## src/design/bb3_pkg.sv

```systemverilog
// Shared types and constants of the 3x3 RGB box blur.
// Used by every module of the block; depends on nothing.
package bb3_pkg;

  typedef struct packed {
    logic [7:0] red;
    logic [7:0] green;
    logic [7:0] blue;
  } pix_t;

  // One window column: three vertically adjacent pixels
  typedef struct packed {
    pix_t top;
    pix_t mid;
    pix_t bot;
  } column_t;

  // Which neighbours of the centre pixel fall outside the frame
  typedef struct packed {
    logic top;
    logic bottom;
    logic left;
    logic right;
  } border_t;

  typedef struct packed {
    pix_t pix;
    logic frame_end;
  } out_word_t;

  localparam int WIN_SIZE = 3;

  // Configuration port
  localparam int CFG_IDX_W  = 2;
  localparam int CFG_DATA_W = 13;
  localparam logic [CFG_IDX_W-1:0] REG_IMAGE_WIDTH  = 2'd0;
  localparam logic [CFG_IDX_W-1:0] REG_IMAGE_HEIGHT = 2'd1;

  localparam int IMAGE_WIDTH_W  = 11;
  localparam int IMAGE_HEIGHT_W = 13;
  localparam logic [IMAGE_WIDTH_W-1:0]  IMAGE_WIDTH_RST  = 11'd640;
  localparam logic [IMAGE_HEIGHT_W-1:0] IMAGE_HEIGHT_RST = 13'd480;

  // Arithmetic: sum * 1.11111 (Q1.24), then divide by nine via reciprocal
  localparam int SUM_W       = 12;
  localparam int GAIN_W      = 25;
  localparam int GAIN_SHIFT  = 24;
  localparam logic [GAIN_W-1:0] GAIN_Q24 = 25'd18641332;
  localparam int RECIP_W     = 12;
  localparam int RECIP_SHIFT = 15;
  localparam logic [RECIP_W-1:0] RECIP_NINE = 12'd3641;
  localparam int QUO_W       = 9;

  // Output queue
  localparam int FIFO_DEPTH = 8;
  localparam int PTR_W      = $clog2(FIFO_DEPTH);
  localparam int OCC_W      = $clog2(FIFO_DEPTH + 1);

endpackage

```

## src/design/bb3_col_cell.sv

```systemverilog
// One cell of the window chain: holds a column of three pixels.
// Depends on bb3_pkg for the column type.
module bb3_col_cell (
  input  logic             clk_i,
  input  logic             en_i,
  input  bb3_pkg::column_t d_i,
  output bb3_pkg::column_t q_o
);
  import bb3_pkg::*;

  column_t col_q;

  // Take the neighbour's column on every shift
  always_ff @(posedge clk_i) begin
    if (en_i) begin
      col_q <= d_i;
    end
  end

  assign q_o = col_q;

endmodule

```

## config.mk

```make
export PLATFORM = sky130hd
export DESIGN_NAME = bb3_col_cell
export DESIGN_NICKNAME = d
export VERILOG_FILES = /design/src/design/bb3_pkg.sv /design/src/design/bb3_col_cell.sv
export SDC_FILE = /design/constraint.sdc
export NUM_CORES = 1
export LEC_CHECK = 0
export BUFFER_PORTS_ARGS = -buffer_cell sky130_fd_sc_hd__buf_2
export CAP_MARGIN = 20
export CORE_ASPECT_RATIO = 2
export CORE_MARGIN = 2
export CORE_UTILIZATION = 37
export DETAILED_ROUTE_END_ITERATION = 10
export HOLD_SLACK_MARGIN = 0.02
export PLACE_DENSITY = 0.75
export SYNTH_ARGS = -nofsm -noshare
export SYNTH_HDL_FRONTEND = slang
export SYNTH_SLANG_ARGS = --single-unit
```

## constraint.sdc

```tcl
create_clock -name clk_i -period 0.8 [get_ports clk_i]
set_input_delay 0.16 -clock clk_i [delete_from_list [all_inputs] [get_ports clk_i]]
set_output_delay 0.16 -clock clk_i [all_outputs]
set_load 0.01 [all_outputs]
```

; Yosys cells after proc, flatten, opt, wreduce, memory -nomap -nowiden
; Cells that the tools add are included.
[totals]
output_inout_bits = 72
ff_bits = 72
mem_bits_ro = 0
mem_bits_rw = 0
mem_count = 0
latchBits = 0
[classes]
n_mux = 0
n_addsub = 0
reduce_logical = 0
n_bitwise = 0
n_shift = 0
n_eq_ne = 0
mul = 0
n_lt_le_gt_ge = 0
div = 0

; Longest topological paths before layout
[depth]
depth_word = 0
depth_mapped = 0

; Worst setup path before layout
; No wires, ideal clock.
[synth_path]
kind = reg2out
startpoint = register col_q (netlist bit q_o[0])
endpoint = output port q_o[0] (netlist name)
arrival_ns = 0.394
slack_ns = 0.246
path_stages_with_launch = 1
required_ns = 0.640
path_buffers = 0
cell_sequence = edfxtp_1
[synth_rtl]
columns = item, line
row1 = start: declaration, bb3_col_cell.sv:11  ; column_t col_q;
row2 = start signal: assignment, bb3_col_cell.sv:16  ; col_q <= d_i;
row3 = end: declaration, bb3_col_cell.sv:7  ; output bb3_pkg::column_t q_o
; No word-level cell between the ends.

; Worst setup path in the final report
[layout_path]
startpoint = register col_q (netlist bit q_o[48])
endpoint = output port q_o[48] (netlist name)
; No word-level cell between the ends.

==> out/qor.csv <==
stage;metric;value;unit
final_layout;Filler Cell Count;380;
worst_setup_path;Max FO, Critical Path;1;
sta;f_max;0.9718;GHz
synthesis;Synth async-reset ratio;0;
clocking;setup repair bufs after CTS;0;
place;worst slack at placement;-0.05482;ns
worst_setup_path;CP endpoint kind;primary output;
place;port bufs;145;
synthesis;top cells by area, synth;edfxtp_1 100%;
sta;endpoints failing hold;0;
pwr;pwr/cell area;2223;nW/µm²
sta;Final min period;1.029;ns
floorplanning;core area;5660;µm²
clocking;CTS H-tree lvls;3;
worst_setup_path;CP top delay family;flip-flops;
floorplanning;Initial Util;0.3820;
grt;largest net degree at the start of global routing;38;
sta;unrepaired setup endpoints after global routing;yes;
floorplanning;num rows;39;
final_layout;number of antenna diodes;0;
floorplanning;full die area;6508;µm²
synthesis;Post-synth EDFFs;72;
worst_setup_path;CP Launch Type;flop;
clocking;clock transition at the registers of the reported paths;0.05;ns
sta;fin crit share;1.286;
sta;endpoints failing setup;72;
place;dpl cell area;3004;µm²
final_layout;layout cell share with drive strength beyond 1;0.5132;
synthesis;area leader, netlist;edfxtp_1;
final_layout;Largest register FFs;72;
synthesis;Synth Area per Inst;30.03;µm²
final_layout;multi-input combinational cell count;0;
pwr;Leakage;1.712;nW
synthesis;Syn Inst Count;72;
final_layout;multi-input logic area;0;µm²
clocking;post-CTS sizing;0;
sta;fin. max-slew vios;0;
synthesis;Synth Net Count;146;
job;MaxCap Viol Count;0;
worst_setup_path;Slowest Stage Delay on Critical Path;0.39;ns
sta;Setup WS post-layout;-0.2290;ns
clocking;CTS Root Cell;clkbuf_16;
synthesis;Synth Register Bits;72;
synthesis;Main synth FF type;edfxtp_1;
worst_setup_path;CP max-delay cell;edfxtp_1;
routing;drt via density;4.375;
grt;vias in the first global route;1799;
final_layout;non-filler cells, final;365;
floorplanning;Die X;58.05;µm
synthesis;synth warn;0;
grt;Global Route Usage Sum;0.1909;
worst_setup_path;CP required;0.64;ns
sta;Slew HR;0.8662;
routing;drt first pass iters;4;
clocking;Clock Path Buffers;2;
worst_setup_path;WP buf/inv;1;
final_layout;Final nets;376;
worst_setup_path;Worst Setup Path Type;reg -> out;
routing;drt drc;0;
floorplanning;DIE HEIGHT;112.1;µm
clocking;clock sinks;72;
pwr;VDD IR max;2257;µV
worst_setup_path;critical path cell sequence;buf_2;
synthesis;count leader, synth;edfxtp_1;
clocking;CTS tree;done;
worst_setup_path;Worst Path Arrival;0.87;ns
pwr;Power Total;8.815;mW
grt;first-pass GRT wire length;8.618;mm
final_layout;Area Growth Syn to Fin;83.39;%
min_path;Hold WC Path Type;in -> reg;
synthesis;Synth top area share;1.000;
synthesis;sequential area share after synthesis;1.000;
place;Placed Instances;280;
floorplanning;I/O pin cnt;146;
routing;Iteration-0 DRC Markers;70;
sta;Setup TNS;-13.39;ns
synthesis;mapped cell area;2162;µm²
grt;antenna violations before repair;0;
place;RePlAce Congestion;0.7037;
clocking;CTS Buf Count;9;
routing;DR vias;1597;
synthesis;top post-synthesis cells by count;72 x edfxtp_1;
synthesis;Synth cell types;1;
sta;worst slew pin tran;0.2008;ns
routing;post-route ant nets;0;
routing;wire per inst;15.97;µm
outcome;failing checks;negative setup slack;
outcome;status;finished, violations left;
routing;WL final;5.829;mm
grt;GR Overflow Total;0;
final_layout;final instance area;3965;µm²
==> cells by family after synthesis <==
family  Yosys count  share of synthesized area
flops            72                      1.000
==> power by group <==
part | leakage, nW | total (mW) | switching (mW) | internal, mW
registers | 0.705 | 4.56 | 0.0711 | 4.49
logic | 0.890 | 1.00 | 0.446 | 0.558
clock network | 0.117 | 3.25 | 1.26 | 1.99
total | 1.71 | 8.81 | 1.77 | 7.04
==> cells in the final DEF (no fill, tap or decap) <==
master	n
clkbuf_16	9
dlygate4sd3_1	72
buf_12	2
clkinv_1	4
edfxtp_1	72
buf_2	145
==> routing by layer <==
| metal | share of wire | GRT usage |
|---|---|---|
| met5 | 0 | 0 |
| met4 | 0.050 | 0.1318 |
| met3 | 0.078 | 0.08525 |
| met2 | 0.58 | 0.3311 |
| met1 | 0.30 | 0.1648 |
==> path summary, 6_finish.rpt <==
path / start / end / slack (ns) / cells after the start
max: q_o[48]$_DFFE_PP_ / q_o[48] / -0.23 / 1
min: en_i / q_o[30]$_DFFE_PP_ / 0.34 / 2
==> per-stage QoR <==
| step | utilization | hold WS, ns |
|---|---|---|
| 3_5_place_dp | 0.5307 | 0.3381 |
| 4_1_cts | 0.7005 | 0.3225 |
| 5_1_grt | 0.7005 | 0.3263 |
| 3_3_place_gp | 0.5307 | 0.3363 |
| 6_report | 0.7005 | 0.3353 |
| 2_1_floorplan | - | 0.2589 |
==> timing repair <==
action                                 in CTS  in global routing
hold buffers                               72                  0
pin swaps                                   0                  0
setup endpoints to repair                  72                 72
endpoints found under the hold margin      72                  0
==> layout make-up <==
| class | count | area (µm²) | area share |
|---|---|---|---|
| clock buffers | 9 | 225.2 | 0.05680 |
| clock inverters | 4 | 15.01 | 0.003787 |
| flip-flops and latches | 72 | 2162 | 0.5453 |
| well taps | 61 | 76.32 | 0.01925 |
| repair buffers | 219 | 1486 | 0.3749 |
(Power assumes the default switching activity.)
