File: config.mk
export PLATFORM = sky130hd
export DESIGN_NAME = bb3_chan_calc
export DESIGN_NICKNAME = d
export VERILOG_FILES = /design/src/design/bb3_pkg.sv /design/src/design/bb3_chan_calc.sv
export SDC_FILE = /design/constraint.sdc
export NUM_CORES = 1
export LEC_CHECK = 0
export ABC_CLOCK_PERIOD_IN_PS = 6600
export BUFFER_PORTS_ARGS = -buffer_cell sky130_fd_sc_hd__buf_2
export CAP_MARGIN = 25
export CORE_MARGIN = 5
export CORE_UTILIZATION = 25
export CTS_BUF_LIST = sky130_fd_sc_hd__clkbuf_8 sky130_fd_sc_hd__clkbuf_16
export DETAILED_ROUTE_END_ITERATION = 7
export PLACE_DENSITY_LB_ADDON = 0.1
export SLEW_MARGIN = 15
export SYNTH_ARGS = -nofsm -noshare
export SYNTH_HDL_FRONTEND = slang
export SYNTH_SLANG_ARGS = --single-unit
export TNS_END_PERCENT = 1
File: constraint.sdc
create_clock -name clk_i -period 6.6 [get_ports clk_i]
set_input_delay 0.99 -clock clk_i [delete_from_list [all_inputs] [get_ports clk_i]]
set_output_delay 0.99 -clock clk_i [all_outputs]
set_load 0.05 [all_outputs]
File: src/design/bb3_pkg.sv
// Shared types and constants of the 3x3 RGB box blur.
// Used by every module of the block; depends on nothing.
package bb3_pkg;

  typedef struct packed {
    logic [7:0] red;
    logic [7:0] green;
    logic [7:0] blue;
  } pix_t;

  // One window column: three vertically adjacent pixels
  typedef struct packed {
    pix_t top;
    pix_t mid;
    pix_t bot;
  } column_t;

  // Which neighbours of the centre pixel fall outside the frame
  typedef struct packed {
    logic top;
    logic bottom;
    logic left;
    logic right;
  } border_t;

  typedef struct packed {
    pix_t pix;
    logic frame_end;
  } out_word_t;

  localparam int WIN_SIZE = 3;

  // Configuration port
  localparam int CFG_IDX_W  = 2;
  localparam int CFG_DATA_W = 13;
  localparam logic [CFG_IDX_W-1:0] REG_IMAGE_WIDTH  = 2'd0;
  localparam logic [CFG_IDX_W-1:0] REG_IMAGE_HEIGHT = 2'd1;

  localparam int IMAGE_WIDTH_W  = 11;
  localparam int IMAGE_HEIGHT_W = 13;
  localparam logic [IMAGE_WIDTH_W-1:0]  IMAGE_WIDTH_RST  = 11'd640;
  localparam logic [IMAGE_HEIGHT_W-1:0] IMAGE_HEIGHT_RST = 13'd480;

  // Arithmetic: sum * 1.11111 (Q1.24), then divide by nine via reciprocal
  localparam int SUM_W       = 12;
  localparam int GAIN_W      = 25;
  localparam int GAIN_SHIFT  = 24;
  localparam logic [GAIN_W-1:0] GAIN_Q24 = 25'd18641332;
  localparam int RECIP_W     = 12;
  localparam int RECIP_SHIFT = 15;
  localparam logic [RECIP_W-1:0] RECIP_NINE = 12'd3641;
  localparam int QUO_W       = 9;

  // Output queue
  localparam int FIFO_DEPTH = 8;
  localparam int PTR_W      = $clog2(FIFO_DEPTH);
  localparam int OCC_W      = $clog2(FIFO_DEPTH + 1);

endpackage

File: src/design/bb3_chan_calc.sv
// Per-channel arithmetic: window sum, gain, divide by nine, saturate.
// Depends on bb3_pkg for the border type and arithmetic constants.
module bb3_chan_calc (
  input  logic                                clk_i,
  input  logic [2:0][2:0][7:0]                win_i,    // [column][row]
  input  bb3_pkg::border_t                    border_i,
  output logic [7:0]                          q_o
);
  import bb3_pkg::*;

  logic [SUM_W-1:0]             sum_d;
  logic [SUM_W-1:0]             sum_q;
  logic [SUM_W+GAIN_W-1:0]      gain_prod;
  logic [SUM_W-1:0]             scaled_q;
  logic [SUM_W+RECIP_W-1:0]     div_prod;
  logic [QUO_W-1:0]             quo;

  // Outside neighbours take the centre value; an outside row counts thrice
  always_comb begin
    logic [7:0] ctr;
    logic [9:0] ctr3;
    logic [7:0] lft;
    logic [7:0] rgt;
    logic [9:0] rsum;
    ctr   = win_i[1][1];
    ctr3  = {2'b00, ctr} + {1'b0, ctr, 1'b0};
    sum_d = '0;
    for (int r = 0; r < WIN_SIZE; r++) begin
      lft  = border_i.left  ? ctr : win_i[0][r];
      rgt  = border_i.right ? ctr : win_i[2][r];
      rsum = {2'b00, lft} + {2'b00, win_i[1][r]} + {2'b00, rgt};
      if ((r == 0 && border_i.top) || (r == WIN_SIZE - 1 && border_i.bottom)) begin
        rsum = ctr3;
      end
      sum_d = sum_d + SUM_W'(rsum);
    end
  end

  assign gain_prod = {{GAIN_W{1'b0}}, sum_q} * {{SUM_W{1'b0}}, GAIN_Q24};

  always_ff @(posedge clk_i) begin
    sum_q    <= sum_d;
    scaled_q <= gain_prod[GAIN_SHIFT +: SUM_W];
  end

  // Exact floor division by nine for any 12-bit value
  assign div_prod = {{RECIP_W{1'b0}}, scaled_q} * {{SUM_W{1'b0}}, RECIP_NINE};
  assign quo      = div_prod[RECIP_SHIFT +: QUO_W];
  assign q_o      = quo[QUO_W-1] ? 8'hFF : quo[7:0];

endmodule

# Yosys cells after proc, flatten, opt, wreduce, memory -nomap -nowiden
# Index checks and enable logic that the tools add are counted.
# op_classes
add_sub_neg	9
mul	2
muxes	9
# ops
op	n
$mux W8	7
$mul A12 B23 Y34 const B	1
$add A9 B8 Y10	3
$add A8 B8 Y9	3
$mul A12 B12 Y24 const B	1
$mux W10	2
$add A11 B10 Y12	1
$add A10 B10 Y11	1
$add A8 B9 Y10	1
# word_totals
ff_bits	24
input_bits	77
out_inout_bits	8

# Logic depth before layout (Yosys ltp)
# Gate-level depths: netlist (run 1).
# logic_depth
word_depth	6
depth_mapped	24

# Least setup slack after synthesis (run 1)
# OpenSTA, ideal clock, no wires.
# synth_timing
path_kind	input to register
from	input border_i[0] (netlist bit)
to	register sum_q[10]
setup_time_ps	62
t_arrival_ps	6541
required_ps	6538
path_slack_ps	-3
cell_stages	23
cell_sequence	clkbuf_1 -> clkbuf_1 -> mux2i_1 -> fa_1 -> inv_1 -> ha_1 -> nor2b_1 -> o21ai_0 -> a21boi_0 -> o21ai_0 -> a21boi_0 -> or3_1 -> o21ai_0 -> fa_1 -> fa_1 -> inv_1 -> fa_1 -> inv_1 -> ha_1 -> a21oi_1 -> o21ai_0 -> a2111oi_0 -> nand3b_1
# synth_via
elab_chain_cells	5
word_cells_on_any_way	10
cone_classes	add/sub (5); mux (5)
# synth_lines
item	line	rtl
start: declaration	bb3_chan_calc.sv:6	input bb3_pkg::border_t border_i,
$mux W8	bb3_chan_calc.sv:30	rgt = border_i.right ? ctr : win_i[2][r];
$add A9 B8 Y10	bb3_chan_calc.sv:31	rsum = {2'b00, lft} + {2'b00, win_i[1][r]} + {2'b00, rgt};
$mux W10	bb3_chan_calc.sv:32	if ((r == 0 && border_i.top) || (r == WIN_SIZE - 1 && border_i.bottom)) begin
$add A10 B10 Y11	bb3_chan_calc.sv:35	sum_d = sum_d + SUM_W'(rsum);
$add A11 B10 Y12 *	bb3_chan_calc.sv:35	
net sum_d[10]	bb3_chan_calc.sv:11	logic [SUM_W-1:0] sum_d;
end signal: assignment	bb3_chan_calc.sv:42	sum_q <= sum_d;
end: declaration	bb3_chan_calc.sv:12	logic [SUM_W-1:0] sum_q;
# Mark *: on every way through the listed nets, which the timed path passes. The rest lies on a longest branch.

# Final worst setup path (run 1)
# layout_timing
from	register scaled_q[3]
to	output q_o[2]
# layout_via
elab_chain_cells	2
# layout_lines
item	line	rtl
start: declaration	bb3_chan_calc.sv:14	logic [SUM_W-1:0] scaled_q;
start signal: assignment	bb3_chan_calc.sv:43	scaled_q <= gain_prod[GAIN_SHIFT +: SUM_W];
$mul A12 B12 Y24	bb3_chan_calc.sv:47	assign div_prod = {{RECIP_W{1'b0}}, scaled_q} * {{SUM_W{1'b0}}, RECIP_NINE};
$mux W8	bb3_chan_calc.sv:49	assign q_o = quo[QUO_W-1] ? 8'hFF : quo[7:0];
end: declaration	bb3_chan_calc.sv:7	output logic [7:0] q_o
# Every way passes these cells.

==> out/qor.yml, run 1 <==
run_status:
  status: "completed"
worst_setup_path:
  crit_path_max_fanout: 7
  critPathCaptureType: "primary output"
  cp_data_required_time_ns: 5.61
  cp-start-kind: "flop"
  rr_worst_depth: 14
  worstSetupPathType: "flop to primary output"
  arrival_ns: 5.37
sta:
  hold_ws_ns: 0.774
  final.min_clock_period_ns: 6.36
  worst_pin_slew_ns: 0.755
  hold_violations: 0
  finalClockSkew_ns: 0.00680
  setup_viol: 0
  min_period_over_period_pct: 96.4
  relSlewSlack_pct: 49.5
  rsz0062_at_grt: "yes"
  maxSlewViolCount: 0
  fmax_ghz: 0.157
synth:
  synthXorXnorAreaFrac_pct: 3.54
  synth_top_family_by_area: "adder cells"
  syn_nets: 1393
  ys_seq_area_share_pct: 5.26
  ys_ff_latch: 24
  synthSimpleGateAreaFrac_pct: 5.57
  synth_warnings: 0
  synth_ff_type: "dfxtp_1"
  yosysUniqueCellTypes: 52
  synthMuxAreaShare_pct: 3.45
  synthCells: 964
  synthAdderAreaFrac_pct: 60.2
  synth-edff-count: 0
  synth-compound-area-share_pct: 11.8
  async_flop_share_pct: 0
  syn_avg_cell_area_um2: 9.48
  syn_area_um2: 9140
floorplan:
  std_cell_rows: 70
  initial_utilization_pct: 25.2
  fp.dieH_um: 201
  core_area_um2: 36300
  die-area_um2: 40500
  fp.dieW_um: 201
  io_pins: 85
cells_and_area:
  diodes: 0
  nets: 1491
  areaGrowthSynthToFinish_pct: 13.8
  drive_gt1_share_pct: 12.1
  design_area_um2: 10400
  final_cells: 1529
  nFillCells: 3855
  final_core_util_pct: 28.6
hold_path:
  worstHoldPathCells: 2
  holdCritPathClass: "flop to flop"
detailed_routing:
  wire_per_inst_um: 14.9
  via_per_inst: 4.28
  vias: 6541
  finalWirelength_um: 22700
  drc_errors: 0
  ant_nets: 0
  drtIter0Drc: 135
  dr.pass1.iters: 4
cts:
  clk_pin_slew_ns: 0.07
  cts_tree: "built"
  htree_levels: 1
  clkLatencyLatePin_ns: 0.27
  clkSinkCount: 24
  postCtsSetupBuffers: 0
  numCtsBuffers: 3
  clk_path_buf_depth: 2
  cts_root_buffer: "clkbuf_16"
global_routing:
  antenna_found_initial: 1
  grt_pass1_vias: 7266
  grt.overflow.total: 0
  grtUsageTotal_pct: 11.4
  grt_pass1_wl_um: 37700
  grt_max_degree: 23
place:
  place_area_um2: 10300
  place_inst: 1525
  numPortBuffers: 84
  routabilityCongestion: 0.775
  hpwl_um: 21200
run:
  drv_cap: 0
-- worst paths after layout --
check / startpoint / to / slack, ns
setup / recovery: scaled_q[3] / q_o[2] / 0.24
hold / removal: sum_q[11] / scaled_q[11] / 0.77
setup reg to reg: sum_q[6] / scaled_q[11] / 1.15
hold reg to reg: sum_q[11] / scaled_q[11] / 0.77
-- per-stage QoR --
step           setup slack [ns]  TNS [ns]
6_report                  0.237         0
5_1_grt                -0.00747   -0.0127
3_3_place_gp             0.0161         0
4_1_cts                 0.00762         0
3_5_place_dp            -0.0631    -0.101
2_1_floorplan             0.167         0
-- cell type report --
type | instances | area [um^2] | share of cell area (%)
timing repair buffer | 101 | 582 | 5.59
inverter | 241 | 905 | 8.69
multi-input combinational | 691 | 7740 | 74.4
sequential | 24 | 488 | 4.69
tap | 468 | 586 | 5.63
clock inverter | 1 | 30.0 | 0.289
clock buffer | 3 | 75.1 | 0.721
-- critical path: stages, from the launching register on --
cell and delay, ns:
dfxtp_2 0.37, fa_1 0.49, ha_1 0.32, inv_1 0.08, fa_1 0.50, fa_1 0.51
inv_1 0.05, fa_1 0.47, ha_1 0.32, a21o_1 0.20, a2111oi_4 0.35, a221oi_2 0.12
a41o_4 0.33, o2111a_1 0.26, a211oi_4 0.28, or2_1 0.19, clkbuf_4 0.24
-- what timing repair did --
item,4_1_cts,5_1_grt
resized for setup,2,26
hold buffers,0,0
pin swaps,0,4
gates cloned,0,0
setup endpoints to repair,2,10
-- metal layers --
layer | part of all wire (%) | GRT usage, % | vias up
met5 | 0 | 0 | -
met4 | 0.58 | 1.10 | 0
met3 | 2.4 | 1.14 | 11
met2 | 43 | 18.2 | 89
met1 | 54 | 17.2 | 3107
li1 | - | - | 3334
-- Yosys cell counts (5+ instances only) --
cell type	instances	area share [%]
a211oi_1	5	0.41
nor2_1	32	1.3
clkbuf_1	7	0.29
and2_1	5	0.34
o31ai_1	6	0.49
a21oi_1	39	2.1
o21a_1	5	0.41
nand2b_1	7	0.48
xor2_1	15	1.4
a21o_1	16	1.3
nand3_1	6	0.33
inv_1	241	9.9
fa_1	146	32
nor3_1	6	0.33
o21ai_0	55	3.0
dfxtp_1	24	5.3
mux2i_1	27	3.0
a21boi_0	5	0.41
ha_1	206	28
o21bai_1	5	0.41
nand2_1	29	1.2
nand4_1	5	0.34
xnor2_1	22	2.1
-- flip-flops by register name, indices dropped and copies added (netlist names) --
name	cells
scaled_q	12
sum_q	12
-- cell families (layout without fill, tap and decap cells) --
family                   Yosys count  count (layout)
adder cells (fa/ha/maj)          352             352
buffers and inverters            249             346
AO/OA/AOI/OAI                    164             164
AND/OR/NAND/NOR                  107             107
XOR/XNOR                          37              37
multiplexers                      31              31
flip-flops                        24              24
-- layout by cell type, fill, tap and decap left out, types with 6 or more instances in the layout --
cell / instances
buf_4: 18
dfxtp_2: 6
nand2b_1: 7
buf_2: 77
a21oi_1: 39
nor3_1: 6
a21o_1: 16
xor2_1: 15
o21ai_0: 51
o31ai_1: 6
inv_1: 241
xnor2_1: 22
nand2_1: 29
nor2_1: 32
dfxtp_1: 18
fa_1: 146
ha_1: 206
mux2i_1: 25
nand3_1: 6
Power of run 1 is not shown: default switching activity piles up to over one toggle a cycle in this logic, so the estimate is an artifact.
==> run 2: changes to the inputs <==
- CTS_CLUSTER_SIZE: not set -> 16
- RECOVER_POWER: not set -> 25
==> out/qor.yml, run 2 (synthesis results as in run 1) <==
global_routing:
  grt_max_degree: 23  # unchanged
  antenna_found_initial: 1  # unchanged
  grtUsageTotal_pct: 11.4  # unchanged
  grt_pass1_vias: 7266  # unchanged
  grt.overflow.total: 0  # unchanged
  grt_pass1_wl_um: 37700  # unchanged
cts:
  cts_tree: "built"
  clkSinkCount: 24  # unchanged
  clk_pin_slew_ns: 0.07  # about the same
  numCtsBuffers: 3  # unchanged
  htree_levels: 1  # unchanged
  clk_path_buf_depth: 2  # unchanged
  cts_root_buffer: "clkbuf_16"
  clkLatencyLatePin_ns: 0.27  # about the same
  hold_buffers: 0  # unchanged
cells_and_area:
  final_core_util_pct: 28.6  # about the same
  final_common_cell: "inv_1"
  ff_latch_area_um2: 488  # unchanged
  diodes: 0  # unchanged
  nets: 1491  # unchanged
  areaGrowthSynthToFinish_pct: 13.8  # about the same
  multi_input_area_um2: 7740  # about the same
  drive_gt1_share_pct: 12.0  # -0.094 points
  design_area_um2: 10400  # about the same
  nFillCells: 3855  # unchanged
  layout_common_cells: "inv_1 (241), ha_1 (206), fa_1 (146)"
  reg_top3: "scaled_q: 12 flops, sum_q: 12 flops"
place:
  numPortBuffers: 84  # unchanged
  routabilityCongestion: 0.775  # unchanged
  place_area_um2: 10300  # unchanged
  hpwl_um: 21200  # unchanged
detailed_routing:
  wire_per_inst_um: 14.9  # about the same
  vias: 6547  # +0.092%
  finalWirelength_um: 22700  # about the same
  drtIter0Drc: 135  # unchanged
  ant_nets: 0  # unchanged
  dr.pass1.iters: 4  # unchanged
  via_per_inst: 4.28  # about the same
  drc_errors: 0  # unchanged
sta:
  final.min_clock_period_ns: 6.36  # +0.000246 ns
  fmax_ghz: 0.157  # about the same
  rsz0062_at_grt: "yes"
  relSlewSlack_pct: 49.5  # unchanged
  min_period_over_period_pct: 96.4  # about the same
  finalClockSkew_ns: 0.00680  # +0.0000000300 ns
  fin_tns_setup_ns: 0  # unchanged
  worst_pin_slew_ns: 0.755  # unchanged
  hold_violations: 0  # unchanged
  maxSlewViolCount: 0  # unchanged
  setup_viol: 0  # unchanged
worst_setup_path:
  cp-start-kind: "flop"
  worstSetupPathType: "flop to primary output"
  critPathCaptureType: "primary output"
  arrival_ns: 5.37  # about the same
  crit_path_max_fanout: 7  # unchanged
  cp_data_required_time_ns: 5.61  # about the same
floorplan:
  die-area_um2: 40500  # unchanged
  io_pins: 85  # unchanged
  fp.dieH_um: 201  # unchanged
  core_area_um2: 36300  # unchanged
  std_cell_rows: 70  # unchanged
  initial_utilization_pct: 25.2  # unchanged
  fp.dieW_um: 201  # unchanged
hold_path:
  holdCritPathClass: "flop to flop"
run:
  drv_cap: 0  # unchanged
run_status:
  status: "completed"
## run 2: per-stage QoR
stage	hold WS (ns)	setup WS (ns)	cells
floorplan	0.641	0.167	964
global placement	0.793	0.0161	1525
detailed placement	0.782	-0.0631	1525
CTS	0.795	0.00762	1529
global route	0.804	-0.00747	1529
finish	0.774	0.237	1529
## run 2: final cells by class
type | count | share of cell area (%)
multi-input combinational | 691 | 74.4
sequential | 24 | 4.69
tap | 468 | 5.63
clock buffer | 3 | 0.722
timing repair buffer | 101 | 5.59
clock inverter | 1 | 0.289
inverter | 241 | 8.70
## run 2: routing by layer
| layer | GRT usage (%) | up-vias | routed length (um) |
|---|---|---|---|
| met5 | 0 | - | 0 |
| li1 | - | 3336 | - |
| met4 | 1.10 | 0 | 133 |
| met2 | 18.2 | 97 | 9820 |
| met3 | 1.14 | 11 | 598 |
| met1 | 17.2 | 3103 | 12200 |
## run 2: timing repair
item	CTS	global route
resized for setup	2	26
buffers inserted	0	0
setup endpoints to repair	2	10
pin swaps	0	4
## run 2: path summary, 6_finish.rpt
path	start	to	slack, ns	cells past startpoint
worst max-delay path	scaled_q[3]	q_o[2]	0.24	16
worst min register to register	sum_q[11]	scaled_q[11]	0.77	2
worst min-delay path	sum_q[11]	scaled_q[11]	0.77	2
worst max register to register	sum_q[6]	scaled_q[11]	1.15	14
## run 2: critical path: stages (launching register included)
cell and delay, ns:
dfxtp_2 0.37, fa_1 0.49, ha_1 0.32, inv_1 0.08, fa_1 0.50, fa_1 0.51, inv_1 0.05, fa_1 0.47
ha_1 0.32, a21o_1 0.20, a2111oi_4 0.35, a221oi_2 0.12, a41o_4 0.33, o2111a_1 0.26, a211oi_4 0.28, or2_1 0.19
clkbuf_4 0.24
Power of run 2 is left out for the same reason.
==> run 3: changes to the inputs <==
- CORE_MARGIN: 5 -> not set
==> out/qor.yml, run 3 (synthesis results as in run 1) <==
cts:
  clkLatencyLatePin_ns: 0.26  # about the same
  htree_levels: 1  # unchanged
  cts_root_buffer: "clkbuf_16"
  clk_path_buf_depth: 2  # unchanged
  clkSinkCount: 24  # unchanged
  clk_pin_slew_ns: 0.06  # about the same
  numCtsBuffers: 3  # unchanged
  cts_tree: "built"
  postCtsSetupBuffers: 0  # unchanged
floorplan:
  fp.dieH_um: 193  # -4.0%
  die-area_um2: 37300  # -7.8%
  std_cell_rows: 69  # -1.4%
  io_pins: 85  # unchanged
  core_area_um2: 35700  # -1.7%
  fp.dieW_um: 193  # -4.0%
  initial_utilization_pct: 25.6  # +0.43 points
detailed_routing:
  dr.pass1.iters: 4  # unchanged
  drc_errors: 0  # unchanged
  drtIter0Drc: 102  # -24%
  ant_nets: 0  # unchanged
  wire_per_inst_um: 14.3  # -3.8%
  vias: 6525  # -0.34%
  via_per_inst: 4.26  # -0.40%
  finalWirelength_um: 21900  # -3.7%
cells_and_area:
  areaGrowthSynthToFinish_pct: 14.2
  drive_gt1_share_pct: 12.7  # +0.75 points
  layout_common_cells: "inv_1 (241), ha_1 (206), fa_1 (145)"
  final_core_util_pct: 29.2  # +0.58 points
  ff_latch_area_um2: 488  # unchanged
  reg_top3: "scaled_q: 12 flops, sum_q: 12 flops"
  nets: 1499  # +0.54%
  final_common_cell: "inv_1"
  multi_input_area_um2: 7740  # about the same
  nFillCells: 3917  # +1.6%
  diodes: 0  # unchanged
  final_cells: 1530  # +0.065%
worst_setup_path:
  rr_endpoint: "scaled_q[11]"
  crit_path_max_fanout: 7  # unchanged
  path_cells: "fa_1 > ha_1 > inv_1 > fa_1 > fa_1 > inv_1 > fa_1 > ha_1 > a21o_1 > a2111oi_4 > a221oi_2 > a41o_4 > o2111a_1 > a211oi_4 > nand2b_1 > clkbuf_4"
  critical-path-top-delay-family: "adder cells"
  critical-path-slowest-cell: "fa_1"
  rr_worst_depth: 14  # unchanged
  ff2ff_setup_slack_ns: 1.25  # +0.10 ns
  path_buf_inv: 3  # unchanged
  reg2reg_from: "sum_q[6]"
  worstSetupPathType: "flop to primary output"
  max_stage_delay_ns: 0.52  # about the same
  cp-start-kind: "flop"
  crit_top_cell: "fa_1"
  arrival_ns: 5.29  # -0.08 ns
  cp_data_required_time_ns: 5.61  # about the same
  critPathCaptureType: "primary output"
sta:
  hold_violations: 0  # unchanged
  hold_ws_ns: 0.756  # -0.0189 ns
  worst_pin_slew_ns: 0.700  # -0.0552 ns
  rsz0062_at_grt: "no"
  min_period_over_period_pct: 95.2  # -1.2 points
  finalClockSkew_ns: 0.00744  # +0.000643 ns
  relSlewSlack_pct: 53.2  # +3.7 points
  fin_tns_setup_ns: 0  # unchanged
  fmax_ghz: 0.159  # +1.3%
  setup_viol: 0  # unchanged
  maxSlewViolCount: 0  # unchanged
  final.min_clock_period_ns: 6.28  # -0.0823 ns
global_routing:
  grt_pass1_wl_um: 36600  # -2.8%
  antenna_found_initial: 1  # unchanged
  grtUsageTotal_pct: 12.2  # +0.79 points
  grt.overflow.total: 0  # unchanged
  grt_pass1_vias: 7119  # -2.0%
  grt_max_degree: 17  # -26%
hold_path:
  holdCritPathClass: "flop to flop"
  min_from: "sum_q[11]"
  worstHoldPathCells: 2  # unchanged
  hold_end: "scaled_q[11]"
place:
  numPortBuffers: 84  # unchanged
  place_inst: 1526  # +0.066%
  routabilityCongestion: 0.793  # +2.3%
  hpwl_um: 20500  # -3.3%
run_status:
  status: "completed"
run:
  drv_cap: 0  # unchanged
[run 3: repair_timing]
action,4_1_cts,5_1_grt
setup endpoints to repair,0,10
gates resized for setup,0,23
hold buffers,0,0
[run 3: per-layer routing]
metal	routed length, um	share of wire (%)	vias up	global-route usage, %
li1	-	-	3349	-
met1	10800	49	3094	16.7
met2	10500	48	78	21.6
met3	522	2.4	4	1.15
met4	38	0.17	0	0.444
met5	0	0	-	0
[run 3: metrics by stage]
stage | area, um^2 | worst slack, ns
2_1_floorplan | 9150 | 0.167
3_3_place_gp | 10300 | -0.0319
3_5_place_dp | 10300 | -0.0914
4_1_cts | 10400 | 0.0558
5_1_grt | 10400 | 0.00157
6_report | 10400 | 0.319
[run 3: worst max path at each step]
stage	startpoint	slack [ns]	to	cells after the start
floorplan	border_i[0]	0.17	sum_q[10]	24
global placement	border_i[1]	-0.03	sum_q[10]	24
detailed placement	border_i[0]	-0.09	sum_q[10]	24
CTS	scaled_q[3]	0.06	q_o[0]	16
global route	border_i[0]	0.002	sum_q[10]	24
finish	scaled_q[3]	0.32	q_o[5]	16
[run 3: worst reg2reg max path: cells and delay by family (launching register included)]
kind            cells  cell delay [ns]
xor+xnor            1             0.13
compound gates      6             1.74
fa+ha+maj           6             2.56
simple gates        1             0.30
flops               1             0.56
[run 3: layout make-up]
cell class                 instances  area share [%]
clock buffer                       3           0.719
clock inverter                     1           0.288
inverter                         241            8.67
multi-input combinational        691            74.2
sequential                        24            4.68
tap                              461            5.53
timing repair buffer             109            5.97
Power of run 3 is left out for the same reason.
